File: src/bhkv_pkg.sv
// Package for the bucketed hash key-value table.
// Holds mode and status codes, the controller state type and the command/status structs.
package bhkv_pkg;

   localparam logic [2:0] MODE_FIND  = 3'd0;
   localparam logic [2:0] MODE_ADD   = 3'd1;
   localparam logic [2:0] MODE_DEL   = 3'd2;
   localparam logic [2:0] MODE_POP   = 3'd3;
   localparam logic [2:0] MODE_START = 3'd4;
   localparam logic [2:0] MODE_NEXT  = 3'd5;

   localparam logic [2:0] ST_OK        = 3'd0;
   localparam logic [2:0] ST_NOT_FOUND = 3'd1;
   localparam logic [2:0] ST_EXISTS    = 3'd2;
   localparam logic [2:0] ST_FULL      = 3'd3;
   localparam logic [2:0] ST_EMPTY     = 3'd4;
   localparam logic [2:0] ST_DONE      = 3'd5;

   // Controller states, one-hot.
   typedef enum logic [8:0] {
      S_IDLE  = 9'b000000001,
      S_FILL  = 9'b000000010,
      S_SCAN  = 9'b000000100,
      S_CHECK = 9'b000001000,
      S_SHIFT = 9'b000010000,
      S_WRITE = 9'b000100000,
      S_BKT   = 9'b001000000,
      S_GRAB  = 9'b010000000,
      S_RESP  = 9'b100000000
   } state_type;

   // Commands from the controller to the datapath.
   typedef struct packed {
      logic load;        // capture request, set bucket from key (0 for pop)
      logic fill_rd;     // read fill of current bucket (registered)
      logic slot_rd;     // read slot at index (registered)
      logic idx_clear;   // index <= 0
      logic idx_inc;     // index <= index + 1
      logic idx_head;    // index <= fill - 1 (pop) or fill - 1 - cursor slot
      logic hit_save;    // remember index as match
      logic shift_wr;    // write slot[index-1] <= read data
      logic add_wr;      // write new pair at fill
      logic fill_dec;    // fill <= fill - 1
      logic fill_inc;    // fill <= fill + 1
      logic bkt_inc;     // scan bucket + 1
      logic cur_bump;    // cursor slot + 1
      logic cur_next;    // cursor bucket + 1, slot 0
      logic cur_clear;   // iteration start
      logic out_data;    // result takes read data
      logic out_val;     // result value only
      logic use_cursor;  // bucket comes from cursor
      logic [2:0] status;
      logic rsp_set;
   } cmd_type;

   // Status from the datapath to the controller.
   typedef struct packed {
      logic [2:0] mode;
      logic key_match;   // read slot key equals request key
      logic idx_end;     // index + 1 >= fill, or index at last way
      logic fill_zero;
      logic fill_full;
      logic cur_in;      // index < fill (delete), cursor slot < fill (next), else 1
      logic bkt_last;    // bucket is the last one
      logic cur_end;     // cursor bucket past end
      logic hit;
      logic rsp_busy;
   } stat_type;

endpackage

File: src/bhkv_ctrl.sv
// Controller state machine of the key-value table.
// Depends on bhkv_pkg; drives the datapath through cmd_type.
module bhkv_ctrl
   import bhkv_pkg::*;
(
   input  logic     clock,
   input  logic     reset,
   input  logic     req_valid,
   output logic     req_ready,
   input  stat_type st,
   output cmd_type  cmd
);

   state_type state_ff, state_in;

   always_ff @(posedge clock) begin
      if (reset) state_ff <= S_IDLE;
      else       state_ff <= state_in;
   end

   assign req_ready = (state_ff == S_IDLE) && !st.rsp_busy;

   // Next state and commands.
   always_comb begin
      state_in = state_ff;
      cmd = '0;
      unique case (state_ff)
         S_IDLE: begin
            if (req_valid && req_ready) begin
               cmd.load = 1'b1;
               cmd.idx_clear = 1'b1;
               state_in = S_FILL;
            end
         end
         S_FILL: begin
            // Fill of the current bucket is now readable.
            cmd.fill_rd = 1'b1;
            cmd.use_cursor = (st.mode == MODE_NEXT);
            priority case (st.mode)
               MODE_FIND, MODE_ADD, MODE_DEL: state_in = S_SCAN;
               MODE_POP:  state_in = S_BKT;
               MODE_NEXT: begin
                  if (st.cur_end) begin
                     cmd.status = ST_DONE; cmd.rsp_set = 1'b1; state_in = S_IDLE;
                  end else state_in = S_BKT;
               end
               MODE_START: begin
                  cmd.cur_clear = 1'b1; cmd.status = ST_OK;
                  cmd.rsp_set = 1'b1; state_in = S_IDLE;
               end
               default: begin
                  cmd.status = ST_OK; cmd.rsp_set = 1'b1; state_in = S_IDLE;
               end
            endcase
         end
         S_SCAN: begin
            // Issue a read for slot index, or finish the bucket.
            if (st.fill_zero || st.hit) state_in = S_WRITE;
            else begin
               cmd.slot_rd = 1'b1;
               state_in = S_CHECK;
            end
         end
         S_CHECK: begin
            if (st.key_match) begin
               cmd.hit_save = 1'b1;
               if (st.mode == MODE_FIND) begin
                  cmd.out_val = 1'b1; cmd.status = ST_OK;
                  cmd.rsp_set = 1'b1; state_in = S_IDLE;
               end else if (st.mode == MODE_DEL) begin
                  cmd.idx_inc = 1'b1; state_in = S_SHIFT;
               end else state_in = S_WRITE;
            end else if (st.idx_end) state_in = S_WRITE;
            else begin
               cmd.idx_inc = 1'b1; state_in = S_SCAN;
            end
         end
         S_SHIFT: begin
            // Delete: move slots above the hit down one, then drop fill; pop and next read a slot.
            if (st.cur_in) begin
               cmd.slot_rd = 1'b1; state_in = S_GRAB;
            end else begin
               cmd.fill_dec = 1'b1; cmd.status = ST_OK;
               cmd.rsp_set = 1'b1; state_in = S_IDLE;
            end
         end
         S_GRAB: begin
            if (st.mode == MODE_DEL) begin
               cmd.shift_wr = 1'b1; cmd.idx_inc = 1'b1; state_in = S_SHIFT;
            end else begin
               cmd.out_data = 1'b1; cmd.status = ST_OK; cmd.rsp_set = 1'b1;
               if (st.mode == MODE_POP) cmd.fill_dec = 1'b1;
               else cmd.cur_bump = 1'b1;
               state_in = S_IDLE;
            end
         end
         S_WRITE: begin
            // Scan ended without a match (or add found a duplicate).
            if (st.mode == MODE_ADD) begin
               if (st.hit) cmd.status = ST_EXISTS;
               else if (st.fill_full) cmd.status = ST_FULL;
               else begin
                  cmd.add_wr = 1'b1; cmd.fill_inc = 1'b1; cmd.status = ST_OK;
               end
            end else cmd.status = ST_NOT_FOUND;
            cmd.rsp_set = 1'b1;
            state_in = S_IDLE;
         end
         S_BKT: begin
            // Pop and next: walk buckets until one has an entry to return.
            cmd.use_cursor = (st.mode == MODE_NEXT);
            if ((st.mode == MODE_POP) ? !st.fill_zero : st.cur_in) begin
               cmd.idx_head = 1'b1;
               cmd.slot_rd = 1'b0;
               state_in = S_SHIFT;
            end else if (st.bkt_last) begin
               if (st.mode == MODE_NEXT) cmd.cur_next = 1'b1;
               cmd.status = (st.mode == MODE_POP) ? ST_EMPTY : ST_DONE;
               cmd.rsp_set = 1'b1;
               state_in = S_IDLE;
            end else begin
               if (st.mode == MODE_NEXT) cmd.cur_next = 1'b1;
               else cmd.bkt_inc = 1'b1;
               state_in = S_FILL;
            end
         end
         S_RESP: state_in = S_IDLE;
         default: state_in = S_IDLE;
      endcase
   end

`ifndef SYNTHESIS
   a_one_hot: assert property (@(posedge clock) disable iff (reset) $onehot(state_ff))
      else $error("controller state not one-hot");
   a_accept_idle: assert property (@(posedge clock) disable iff (reset)
      (req_valid && req_ready) |=> (state_ff == S_FILL))
      else $error("accepted request did not start");
   a_no_dual_wr: assert property (@(posedge clock) disable iff (reset)
      !(cmd.shift_wr && cmd.add_wr))
      else $error("two slot writes at once");
`endif

endmodule

File: config.mk
export PLATFORM = sky130hd
export DESIGN_NAME = bhkv_ctrl
export DESIGN_NICKNAME = d
export VERILOG_FILES = /design/src/bhkv_pkg.sv /design/src/bhkv_ctrl.sv
export SDC_FILE = /design/constraint.sdc
export NUM_CORES = 1
export LEC_CHECK = 0
export BUFFER_PORTS_ARGS = -buffer_cell sky130_fd_sc_hd__buf_2
export CAP_MARGIN = 5
export CORE_MARGIN = 4
export CORE_UTILIZATION = 47
export DETAILED_ROUTE_END_ITERATION = 10
export HOLD_SLACK_MARGIN = 0.02
export PLACE_DENSITY = 0.82
export SETUP_SLACK_MARGIN = 0.15
export SLEW_MARGIN = 20
export SYNTH_ARGS = -nofsm -noshare
export SYNTH_HDL_FRONTEND = slang
export SYNTH_SLANG_ARGS = --single-unit
File: constraint.sdc
create_clock -name clock -period 2.8 [get_ports clock]
set_clock_uncertainty 0.1 [all_clocks]
set_input_delay 0.14 -clock clock [delete_from_list [all_inputs] [get_ports clock]]
set_output_delay 0.14 -clock clock [all_outputs]
set_load 0.02 [all_outputs]
==> flow_summary.yaml <==
cts:
  htree_levels: 1
  cts-root-buf: "clkbuf_4"
  postCtsSetupBuffers: 0
  clk_pin_slew_ps: 50
  cts_hold_buf: 0
  cts_buffers: 3
  clk_latency_ps: 250
  cts_sinks: 8
  cts_tree: "built"
  cts_resized: 0
  clockBufferDepth: 2
worst_setup_path:
  required_ps: 2560
  end_kind: "output port"
  path_max_fanout: 6
  arrival_ps: 1960
  r2r_setup_slack_ps: 1080
  worstSetupStartpointType: "register"
  path_class: "reg -> out"
cells_and_area:
  drive_gt1_share_pct: 35.71
  fill_cells: 141
  top_register: "state_ff"
  final_common_cell: "buf_2"
  multi_input_area_um2: 535.5
  top_regs: "state_ff: 8 flops"
  nNetsFinal: 157
  largest_reg_flops: 8
  final_core_util_pct: 63.53
  layout_common_cells: "37 x buf_2, 18 x nor2_1, 13 x nand2_1"
  finalInstanceArea_um2: 945.9
  ff_latch_area_um2: 160.2
  diodes: 0
  area_growth_pct: 28.14
synth:
  synth_edf_count: 0
  synth_ff_type: "dfxtp_1"
  ys_types: 36
  synth.cell_area_um2: 738.2
  ys.warnings.count: 0
  synth_top_area_share_pct: 21.69
  synthArstFlopShare_pct: 0
  synth_top_area_cell: "dfxtp_1"
  synth-seq-cells: 8
  syn-num-nets: 118
  synth_area_per_cell_um2: 7.167
  synth_area_leaders: "dfxtp_1 22%, nor2_1 9.2%, nand4b_1 7.1%, nand2_1 6.6%, nor4_4 5.8%"
  ys_seq_area_share_pct: 21.69
  syn_inst: 103
grt:
  grt_max_degree: 10
  use_met3_pct: 4.511
  grt-busiest-layer: "met2"
  grtUsageMet2_pct: 34.49
  grt_overflow: 0
  grt_util_all_layers_pct: 20.84
  grt_use_met1_pct: 27.48
  antenna_found_initial: 0
  grt_pass1_vias: 828
  grt_pass1_wl_um: 3429
timing:
  hold_viol: 0
  maxSlewHeadroom_pct: 73.44
  max_freq_mhz: 455.4
  setup_viol: 0
  period_needed_ps: 2196
  tns_ps: 0
  whs_ps: 45.00
  slew_viol_final: 0
  rsz0062_at_grt: "false"
  final.period_utilization_pct: 78.43
  tightest_slew_ps: 392.9
power:
  swShare_pct: 38.88
  ir_worst_vdd_v: 0.0002996
  comb_power_share_pct: 39.3
  internal_power_w: 0.0002255
  power.density_mw_per_mm2: 390.0
  p_leak_nw: 0.4831
  clkPwrFrac_pct: 23.0
  switchingPower_w: 0.0001434
  seq_power_share_pct: 37.7
  p_total_w: 0.0003689
place:
  dpl-instance-area_um2: 923.4
  dp.final_hpwl_um: 1774
  numPortBuffers: 37
  place.gp.congestion: 0.8513
floorplan:
  die_w_um: 47.63
  start_util_pct: 49.58
  die_area_mm2: 0.002269
  fp.coreArea_mm2: 0.001489
  ios: 38
  die_h_um: 47.63
  row_count: 14
routing:
  via_count: 914
  viasPerCell: 5.859
  wl_per_cell_um: 13.85
  route.detailed.drc: 0
  drt_wl_total_um: 2161
  first_pass_iters: 4
  final_antenna_net_count: 0
  drtIter0Drc: 42
job:
  cap_violations: 0
status:
  outcome: "finished clean"
hold_path:
  min_path_type: "in -> reg"
-- stage by stage --
stage                     std cells  setup WS (ps)
after floorplan                 103          777.8
after global placement          153          948.2
after detailed placement        153          891.0
after CTS                       156          607.6
after global routing            156          465.3
final                           156          604.1
-- critical path: stages, from the launching register on --
cell and delay, ps:
dfxtp_1 360, nor4_4 390, nand4b_1 200, or3_1 420, nor3_2 140, buf_2 190
-- metal layers --
layer  vias up  routed length [um]
met1       412                 877
met4         0                  23
met2        51                1046
met3         4                 213
li1        447                   -
met5         -                   0
-- cell families (layout without fill, tap and decap cells) --
kind of cell	count (synthesis)	after routing	share of synthesized area [%]
muxes	1	1	1.356
and+or+nand+nor	64	64	53.56
AOI/OAI and AO/OA	20	20	16.44
DFF	8	8	21.69
buffers and inverters	9	46	5.761
xor gates and xnor gates	1	1	1.187
-- synthesized netlist by cell type (2+ instances only) --
cell type,count
nand4b_1,6
nor3_2,2
o22ai_1,2
buf_4,2
dfxtp_1,8
nor4_2,2
inv_1,5
nor2b_1,2
nand2b_1,5
a21oi_1,6
o21ai_0,4
and4b_1,2
nor2_1,18
and3_1,2
nand2_1,13
o211ai_1,2
nor3_1,2
nor4_4,2
-- area by class of cell --
class,count,share of cell area (%)
Clock buffer,3,2.381
Timing Repair Buffer,37,19.58
Multi-Input combinational cell,86,56.61
Inverter,6,2.381
Tap cell,16,2.116
Sequential cell,8,16.93
-- power groups by stage --
stage          sequential, W  combinational [W]  clock (W)
6_report            0.000139           0.000145  0.0000848
5_1_grt             0.000141           0.000160  0.0000949
4_1_cts             0.000139           0.000145  0.0000886
2_1_floorplan       0.000138           0.000105          0
3_3_place_gp        0.000141           0.000140          0
3_5_place_dp        0.000141           0.000144          0
-- path summary, 6_finish.rpt --
path                                   from     endpoint  depth (start not counted)
worst max-delay path            state_ff[6]      cmd[13]                          5
worst min-delay path                  reset  state_ff[2]                          2
worst max register to register  state_ff[3]  state_ff[0]                          5
worst min register to register  state_ff[2]  state_ff[3]                          3
No activity file was read; power rests on OpenSTA's default activity.
